[src/hw/rtl/espr_pkg.sv]
package espr_pkg;

  localparam int WINDOW_LEN  = 5;
  localparam int MOTOR_COUNT = 2;

  localparam int POS_W  = (WINDOW_LEN > 1) ? $clog2(WINDOW_LEN) : 1;
  localparam int SLOT_W = (MOTOR_COUNT * WINDOW_LEN > 1) ?
                          $clog2(MOTOR_COUNT * WINDOW_LEN) : 1;
  localparam int SUM_W  = $clog2(WINDOW_LEN * 65535 + 1);

  localparam logic [15:0] KP_RESET       = 16'd2048;
  localparam logic [15:0] KI_RESET       = 16'd1638;
  localparam logic [23:0] SCALE_RESET    = 24'd0;
  localparam logic [15:0] MAX_DUTY_RESET = 16'd4000;

  typedef enum logic [1:0] {
    FN_TICK     = 2'd0,
    FN_STOP     = 2'd1,
    FN_CLR_ODO  = 2'd2,
    FN_NONE     = 2'd3
  } func_t;

  typedef enum logic [1:0] {
    REG_KP       = 2'd0,
    REG_KI       = 2'd1,
    REG_SCALE    = 2'd2,
    REG_MAX_DUTY = 2'd3
  } reg_idx_t;

  typedef enum logic [2:0] {
    S_IDLE,
    S_EXEC,
    S_MSPD,
    S_ERR,
    S_MKP,
    S_MKI,
    S_PI,
    S_OUT
  } state_t;

endpackage

[src/hw/rtl/encoder_speed_pi_regulator.sv]
// Speed tick: the request steps through EXEC, MSPD, ERR, MKP, MKI, PI and OUT;
// the next request is taken only after the result is loaded (one shared
// 27x25 multiplier used three times: speed scaling, kp term, ki term).
// Stop / clear-odometry / unused code: the request steps through EXEC and OUT.
// A pending result in the output register only delays the next load.
// Synchronous active-low reset clears the FSM, per-motor state and windows.
module encoder_speed_pi_regulator
  import espr_pkg::*;
(
  input  logic        clk,
  input  logic        rst_n,

  input  logic        cfg_valid,
  output logic        cfg_ready,
  input  logic [1:0]  cfg_index,
  input  logic [23:0] cfg_data,

  input  logic        in_valid,
  output logic        in_stall,
  input  logic [1:0]  in_func,
  input  logic        in_motor,
  input  logic [15:0] in_encoder_count,
  input  logic signed [15:0] in_target_speed,

  output logic        out_valid,
  input  logic        out_stall,
  output logic        out_motor_out,
  output logic [15:0] out_duty,
  output logic [23:0] out_speed,
  output logic [31:0] out_odometry
);

  state_t state_r, state_nxt;

  logic [15:0] kp_r, ki_r, max_duty_r;
  logic [23:0] scale_r;

  func_t       func_r;
  logic        m_r;
  logic [15:0] cnt_r;
  logic [15:0] tgt_r;

  logic [15:0]       win_r       [MOTOR_COUNT*WINDOW_LEN];
  logic [SUM_W-1:0]  win_sum_r   [MOTOR_COUNT];
  logic [POS_W-1:0]  win_pos_r   [MOTOR_COUNT];
  logic [31:0]       odo_r       [MOTOR_COUNT];
  logic [23:0]       duty_acc_r  [MOTOR_COUNT];
  logic signed [25:0] prev_err_r [MOTOR_COUNT];
  logic [23:0]       speed_r     [MOTOR_COUNT];

  logic signed [25:0] e_r;
  logic signed [51:0] prod_r, pacc_r;

  logic        out_valid_r;
  logic        out_motor_r;
  logic [15:0] out_duty_r;
  logic [23:0] out_speed_r;
  logic [31:0] out_odo_r;

  logic               motor_ok;
  logic               out_free;
  logic [POS_W-1:0]   pos_cur, pos_next;
  logic [POS_W:0]     pos_inc;
  logic [SLOT_W-1:0]  slot;
  logic [23:0]        spd_sat;
  logic signed [25:0] e_nxt;
  logic signed [26:0] diff;
  logic signed [26:0] mul_a;
  logic signed [24:0] mul_b;
  logic signed [51:0] prod;
  logic signed [51:0] pi_sum;
  logic signed [41:0] acc_w, top_w;
  logic [23:0]        acc_clamped;

  assign cfg_ready = 1'b1;
  assign in_stall  = (state_r != S_IDLE);
  assign out_free  = !out_valid_r || !out_stall;
  assign motor_ok  = ({31'd0, m_r} < 32'(MOTOR_COUNT));

  // window slot for this motor
  always_comb begin
    if ({1'b0, win_pos_r[m_r]} >= (POS_W+1)'(WINDOW_LEN))
      pos_cur = '0;
    else
      pos_cur = win_pos_r[m_r];
    pos_inc  = {1'b0, pos_cur} + (POS_W+1)'(1);
    pos_next = (pos_inc >= (POS_W+1)'(WINDOW_LEN)) ? '0 : pos_inc[POS_W-1:0];
    slot     = SLOT_W'(WINDOW_LEN) * SLOT_W'(m_r) + SLOT_W'(pos_cur);
  end

  // speed = (sum * scale) >> 8, saturated to 24 bits
  assign spd_sat = (|prod_r[51:32]) ? 24'hFF_FFFF : prod_r[31:8];
  assign e_nxt   = $signed({{2{tgt_r[15]}}, tgt_r, 8'h00}) - $signed({2'b00, spd_sat});
  assign diff    = $signed({e_r[25], e_r}) - $signed({prev_err_r[m_r][25], prev_err_r[m_r]});

  // shared multiplier operand select
  always_comb begin
    case (state_r)
      S_MSPD: begin
        mul_a = $signed(27'(win_sum_r[m_r]));
        mul_b = $signed({1'b0, scale_r});
      end
      S_MKP: begin
        mul_a = diff;
        mul_b = $signed({9'd0, kp_r});
      end
      default: begin
        mul_a = $signed({e_r[25], e_r});
        mul_b = $signed({9'd0, ki_r});
      end
    endcase
  end
  assign prod = mul_a * mul_b;

  // delta = floor(sum / 4096); arithmetic shift gives the floor
  assign pi_sum = pacc_r + prod_r;
  assign acc_w  = $signed({18'd0, duty_acc_r[m_r]}) +
                  $signed({{2{pi_sum[51]}}, pi_sum[51:12]});
  assign top_w  = $signed({18'd0, max_duty_r, 8'h00});

  always_comb begin
    if (acc_w[41])
      acc_clamped = '0;
    else if (acc_w > top_w)
      acc_clamped = {max_duty_r, 8'h00};
    else
      acc_clamped = acc_w[23:0];
  end

  always_ff @(posedge clk) begin
    if (!rst_n)
      state_r <= S_IDLE;
    else
      state_r <= state_nxt;
  end

  always_comb begin
    state_nxt = state_r;
    case (state_r)
      S_IDLE: begin
        if (in_valid)
          state_nxt = S_EXEC;
      end
      S_EXEC: begin
        if (motor_ok && func_r == FN_TICK)
          state_nxt = S_MSPD;
        else
          state_nxt = S_OUT;
      end
      S_MSPD:  state_nxt = S_ERR;
      S_ERR:   state_nxt = S_MKP;
      S_MKP:   state_nxt = S_MKI;
      S_MKI:   state_nxt = S_PI;
      S_PI:    state_nxt = S_OUT;
      S_OUT: begin
        if (out_free)
          state_nxt = S_IDLE;
      end
      default: state_nxt = S_IDLE;
    endcase
  end

  // configuration registers
  always_ff @(posedge clk) begin
    if (!rst_n) begin
      kp_r       <= KP_RESET;
      ki_r       <= KI_RESET;
      scale_r    <= SCALE_RESET;
      max_duty_r <= MAX_DUTY_RESET;
    end else if (cfg_valid && cfg_ready) begin
      case (reg_idx_t'(cfg_index))
        REG_KP:       kp_r       <= cfg_data[15:0];
        REG_KI:       ki_r       <= cfg_data[15:0];
        REG_SCALE:    scale_r    <= cfg_data;
        REG_MAX_DUTY: max_duty_r <= cfg_data[15:0];
        default:      ;
      endcase
    end
  end

  // request capture and multiplier pipeline registers
  always_ff @(posedge clk) begin
    if (state_r == S_IDLE && in_valid) begin
      func_r <= func_t'(in_func);
      m_r    <= in_motor;
      cnt_r  <= in_encoder_count;
      tgt_r  <= in_target_speed;
    end
    if (state_r == S_MSPD || state_r == S_MKP || state_r == S_MKI)
      prod_r <= prod;
    if (state_r == S_MKI)
      pacc_r <= prod_r;
    if (state_r == S_ERR)
      e_r <= e_nxt;
  end

  // per-motor state
  always_ff @(posedge clk) begin
    if (!rst_n) begin
      for (int i = 0; i < MOTOR_COUNT * WINDOW_LEN; i++)
        win_r[i] <= '0;
      for (int i = 0; i < MOTOR_COUNT; i++) begin
        win_sum_r[i]  <= '0;
        win_pos_r[i]  <= '0;
        odo_r[i]      <= '0;
        duty_acc_r[i] <= '0;
        prev_err_r[i] <= '0;
        speed_r[i]    <= '0;
      end
    end else begin
      case (state_r)
        S_EXEC: begin
          if (motor_ok) begin
            case (func_r)
              FN_TICK: begin
                odo_r[m_r]     <= odo_r[m_r] + 32'(cnt_r);
                win_sum_r[m_r] <= win_sum_r[m_r] - SUM_W'(win_r[slot]) + SUM_W'(cnt_r);
                win_r[slot]    <= cnt_r;
                win_pos_r[m_r] <= pos_next;
              end
              FN_STOP: begin
                duty_acc_r[m_r] <= '0;
                prev_err_r[m_r] <= '0;
              end
              FN_CLR_ODO: odo_r[m_r] <= '0;
              default: ;
            endcase
          end
        end
        S_ERR: speed_r[m_r] <= spd_sat;
        S_PI: begin
          duty_acc_r[m_r] <= acc_clamped;
          prev_err_r[m_r] <= e_r;
        end
        default: ;
      endcase
    end
  end

  // output register
  always_ff @(posedge clk) begin
    if (!rst_n) begin
      out_valid_r <= 1'b0;
    end else if (state_r == S_OUT && out_free) begin
      out_valid_r <= 1'b1;
    end else if (out_valid_r && !out_stall) begin
      out_valid_r <= 1'b0;
    end
  end

  always_ff @(posedge clk) begin
    if (state_r == S_OUT && out_free) begin
      out_motor_r <= m_r;
      if (motor_ok) begin
        out_duty_r  <= duty_acc_r[m_r][23:8];
        out_speed_r <= speed_r[m_r];
        out_odo_r   <= odo_r[m_r];
      end else begin
        out_duty_r  <= '0;
        out_speed_r <= '0;
        out_odo_r   <= '0;
      end
    end
  end

  assign out_valid     = out_valid_r;
  assign out_motor_out = out_motor_r;
  assign out_duty      = out_duty_r;
  assign out_speed     = out_speed_r;
  assign out_odometry  = out_odo_r;

  a_accept_starts: assert property (@(posedge clk) disable iff (!rst_n)
    in_valid && !in_stall |=> state_r == S_EXEC)
    else $error("accepted request did not start execution");

  a_load_from_out: assert property (@(posedge clk) disable iff (!rst_n)
    $rose(out_valid_r) |-> $past(state_r == S_OUT))
    else $error("result loaded outside output state");

  a_duty_clamped: assert property (@(posedge clk) disable iff (!rst_n)
    state_r == S_PI |=> duty_acc_r[m_r] <= {max_duty_r, 8'h00})
    else $error("duty accumulator above clamp after PI step");

  a_prev_err: assert property (@(posedge clk) disable iff (!rst_n)
    state_r == S_PI |=> prev_err_r[m_r] == $past(e_r))
    else $error("previous error not updated");

endmodule

[config.mk]
export PLATFORM = sky130hd
export DESIGN_NAME = encoder_speed_pi_regulator
export DESIGN_NICKNAME = d
export VERILOG_FILES = /design/src/hw/rtl/espr_pkg.sv /design/src/hw/rtl/encoder_speed_pi_regulator.sv
export SDC_FILE = /design/constraint.sdc
export NUM_CORES = 2
export LEC_CHECK = 0
export ABC_CLOCK_PERIOD_IN_PS = 19070
export BUFFER_PORTS_ARGS = -buffer_cell sky130_fd_sc_hd__clkbuf_2
export CORE_MARGIN = 2
export CORE_UTILIZATION = 65
export CTS_BUF_LIST = sky130_fd_sc_hd__clkbuf_8
export DETAILED_ROUTE_END_ITERATION = 6
export PLACE_DENSITY = 0.82
export SLEW_MARGIN = 10
export SYNTH_ARGS = -nofsm -noshare
export SYNTH_HDL_FRONTEND = slang
export SYNTH_SLANG_ARGS = --single-unit
[constraint.sdc]
create_clock -name clk -period 19.07 [get_ports clk]
set_clock_uncertainty 0.05 [all_clocks]
set_input_delay 3.814 -clock clk [delete_from_list [all_inputs] [get_ports clk]]
set_output_delay 3.814 -clock clk [all_outputs]
set_load 0.01 [all_outputs]
# Word-level counts from Yosys, hierarchy flattened
# Memory sizes are Yosys's and may differ from the RTL's. A register that Yosys moved wholly into a read port is not among the register bits.
# Cells that the tools add are included.
# word_totals
reg_bits,290
ramBits,416
inputBits,66
n_memories,7
# mem_list
memory,words,width,rd,rd_ports_with_merged_regs,wr,line_no,text
win_r,10,16,1,0,10,encoder_speed_pi_regulator.sv:43,logic [15:0] win_r [MOTOR_COUNT*WINDOW_LEN];
odo_r,2,32,1,1,2,encoder_speed_pi_regulator.sv:46,logic [31:0] odo_r [MOTOR_COUNT];
prev_err_r,2,26,1,1,2,encoder_speed_pi_regulator.sv:48,logic signed [25:0] prev_err_r [MOTOR_COUNT];
duty_acc_r,2,24,1,1,2,encoder_speed_pi_regulator.sv:47,logic [23:0] duty_acc_r [MOTOR_COUNT];
speed_r,2,24,1,1,2,encoder_speed_pi_regulator.sv:49,logic [23:0] speed_r [MOTOR_COUNT];
win_sum_r,2,19,1,1,2,encoder_speed_pi_regulator.sv:44,logic [SUM_W-1:0] win_sum_r [MOTOR_COUNT];
1 more memories,--,--,--,--,--,--,
# classes
addsub,9
multipliers,2
order_cmp,3
n_eq_ne,14
n_mux,61
bitwise,3
n_reduce_logical,26
# ops
cell,count
$mux 24,6
$mux 32,2
$pmux 27 s2,1
$add 52x52->52,1
$mul 27x25->52,1
$mux 26,2
$pmux 24 s2,1
$reduce_or 24->1,2
$add 25x40->41,1
$gt 41x25->1,1
$mux 1,39
$add 32x16->32,1
$reduce_or 32->1,1
$sub 26x26->27,1
$reduce_or 26->1,1
$sub 24x25->26,1
$pmux 3 s8,1
$reduce_or 20->1,1
$add 19x16->19,1
$mux 19,1
$reduce_or 19->1,1
$sub 19x16->19,1
$mux 3,6
$mux 16,1
23 further kinds,43

# Logic depth before layout (Yosys ltp)
# logic_depth
word_depth,8
mapped_depth,49
ltp_nobuf,43

# Least setup slack after synthesis
# No wires, ideal clock.
# synth_path
path_type,register to register
startpoint,register with a tool-made name
endpoint,"register prod_r[51], data pin"
t_arrival_ns,11.998
slack_ns,6.760
path_stages_with_launch,47
cell_sequence,dfxtp_1 > clkbuf_1 > clkbuf_1 > clkbuf_1 > clkbuf_1 > clkbuf_1 > clkbuf_1 > mux2_2 > ha_1 > fa_1 > nor2b_1 > o21ai_0 > a21oi_1 > o21a_1 > o21a_1 > o21ai_0 > a21oi_1 > o21ai_0 > [11 not listed] > fa_1 > fa_1 > inv_1 > fa_1 > inv_1 > fa_1 > inv_1 > ha_1 > o21a_1 > o211ai_1 > or4b_2 > o21ai_0 > a31oi_1 > o21a_1 > o21ai_0 > a31oi_1 > o21ai_0 > xnor2_1
# synth_rtl
element,line_no,text
"end signal, assigned",encoder_speed_pi_regulator.sv:190,prod_r <= prod;
"end, declared",encoder_speed_pi_regulator.sv:52,"logic signed [51:0] prod_r, pacc_r;"

==> run metrics <==
run status=finished with violations; failing checks=DRC; first-pass GRT wire length=276000 µm; slowest cell on the critical path=a2111oi_0; Mapped Cells=6023; share of layout cells above drive strength 1=9.97%; final wirelength=180000 µm; RD Place Congestion=1.01; post-synthesis register bit count=827; Site Rows=115; Die Ht=319 µm; clk sinks=827; Multi-input gate area=0.0366 mm²; setup bufs post-CTS=0; slew margin rel.=7.59%; Synth top area share=34.9%; htree depth=4; cts bufs inserted=132; final hold violation count=0; Clock Path Buffers=3; Placed Cells=7343; max-slew violations=0; Via density=6.24; die width=319 µm; Layout area overhead=7.60%; initial DRC count=5834; largest family of logic cells by synthesized area=adder cells; GRT Overall Usage=36.0%; Async SR Flop Fraction=0%; Final HPWL DP=135000 µm; Tmin final=12.63 ns; commonest non-fill, non-tap cell in the layout=inv_1; CP required=19.59 ns; CTS resizes=0; # fillers=6872; Worst Hold Class=flop to flop; Max Clock Freq=79.2 MHz; CP Launch Type=flop; ys flop type=edfxtp_1; root buffer cell=clkbuf_8; Core ar.=0.0984 mm²; Critical Path Fanout Max=43; via count=47265; Ports=142; critical path class=flop to flop; setup TNS=0 ns; drt wl/cell=23.8 µm; synth unique cells=94; CTS clk-pin slew, worst paths=0.06 ns; DRT antenna net count=0; simple-gate share of the synthesized area=12.5%; non-filler cells, final=7576; Final Cell Area=0.0694 mm²; Compound-Gate Fraction of Synth Area=7.89%; Final Cycle Share=66.2%; CTS tree=done; Die ar.=0.102 mm²; cell mode on critical path=fa_1; warnings from Yosys=0; Largest stage delay, worst path=0.72 ns; setup repair after global routing missed its margin=no; critical path capture point type=flop; initial core utilization=65.5%; register area=0.0241 mm²; multiplexer share of the synthesized area=5.03%; vias in the first global route=48144; grt ovf=0; Worst-Skew Late Latency=0.84 ns; Hold Buf Count CTS=0; Placement Cell Area=0.0668 mm²; Slew @ Worst Pin=1.39 ns; IO buf count=140; Post-Synth XOR/XNOR Area=2.64%; # Max-Cap Violations=0; crit path DAT=13.15 ns; largest net degree at the start of global routing=73; Synth area leader=edfxtp_1; Syn Std Cell Area=0.0645 mm²; DRT Pass-1 Iters=7; largest cells by area after synthesis=edfxtp_1, fa_1, ha_1, inv_1, nor2_1; DRC=1; Syn Area/Cell=10.7 µm²; Post-Synth Adder-Cell Area=27.9%; commonest non-fill, non-tap cells in the layout=inv_1, nor2_1, edfxtp_1; Nets=7277; antenna violations before repair=7; Seq/Total Area, Yosys=37.3%; final setup fails=0; Post-synth EDFFs=750; reg-to-reg setup timing slack=6.44 ns
-- through the flow --
| step | setup slack, ns | hold slack [ns] | util [%] |
|---|---|---|---|
| after floorplan | 6.76 | 0.383 | - |
| after global placement | 6.83 | 0.392 | 67.9 |
| after detailed placement | 6.63 | 0.397 | 67.9 |
| after CTS | 6.57 | 0.405 | 70.5 |
| after global routing | 5.75 | 0.427 | 70.5 |
| final | 6.44 | 0.407 | 70.5 |
-- per-layer routing --
metal / up-vias / wire length [µm] / global-route usage [%]
met5: - / 30 / 0
met4: 6 / 11100 / 19.1
met3: 617 / 22900 / 9.27
met2: 3117 / 80700 / 55.1
met1: 23251 / 65700 / 47.6
li1: 20274 / - / -
-- worst paths after layout --
kind | to | cells past startpoint | startpoint
max | prod_r[50]$_DFFE_PP_ | 42 | flop
min | scale_r[3]$_SDFFE_PN0P_ | 2 | scale_r[3]$_SDFFE_PN0P_
max reg2reg | prod_r[50]$_DFFE_PP_ | 42 | flop
min reg2reg | scale_r[3]$_SDFFE_PN0P_ | 2 | scale_r[3]$_SDFFE_PN0P_
-- sequential cells by signal, summed over array words and instances (netlist names), 3 cells and up, named ones only --
register      count
win_pos_r         6
ki_r             16
win_r           256
e_r              26
win_sum_r        38
duty_acc_r       48
out_duty         16
max_duty_r       16
out_odometry     32
kp_r             16
scale_r          24
speed_r          48
out_speed        24
state_r           3
cnt_r            16
tgt_r            16
prev_err_r       52
pacc_r           52
odo_r            64
prod_r           52
-- area by class of cell --
cell class,count,share of cell area [%]
well taps,1287,2.32
multi-input cells,4120,52.7
inverters,913,4.94
clock inverters,90,0.972
clock buffers,140,2.78
flip-flops and latches,827,34.7
diodes,3,0.0108
repair buffers,196,1.62
-- critical path, delay by kind of cell, from the launching register on --
kind	cells	cell delay (ns)
adder cells (fa/ha/maj)	9	4.12
AND/OR/NAND/NOR	5	0.64
buffers and inverters	6	1.20
multiplexers	1	0.33
flip-flops	1	0.66
AO/OA/AOI/OAI	20	5.17
XOR/XNOR	1	0.09
-- cell usage after synthesis, types with 61 or more instances --
cell and count:
and2_1 84, o21ai_0 116, nand2_1 574, fa_1 696, inv_1 913, a21oi_1 284
nor3_1 74, xnor2_1 128, a21o_1 93, clkbuf_1 193, ha_1 325, mux4_2 80
mux2i_1 61, dfxtp_1 77, xor2_1 63, mux2_2 74, edfxtp_1 750, nor2_1 791
nand3_1 75
-- cell families (layout without fill, tap and decap cells) --
group	after synthesis	in the layout
simple gates	1837	1837
buf+inv	1148	1339
fa+ha+maj	1021	1021
flops	827	827
compound gates	781	781
mux	215	215
xor+xnor	192	192
other cells	2	77
Power is not shown: default switching activity piles up to over one toggle a cycle in this logic, so the estimate is an artifact.
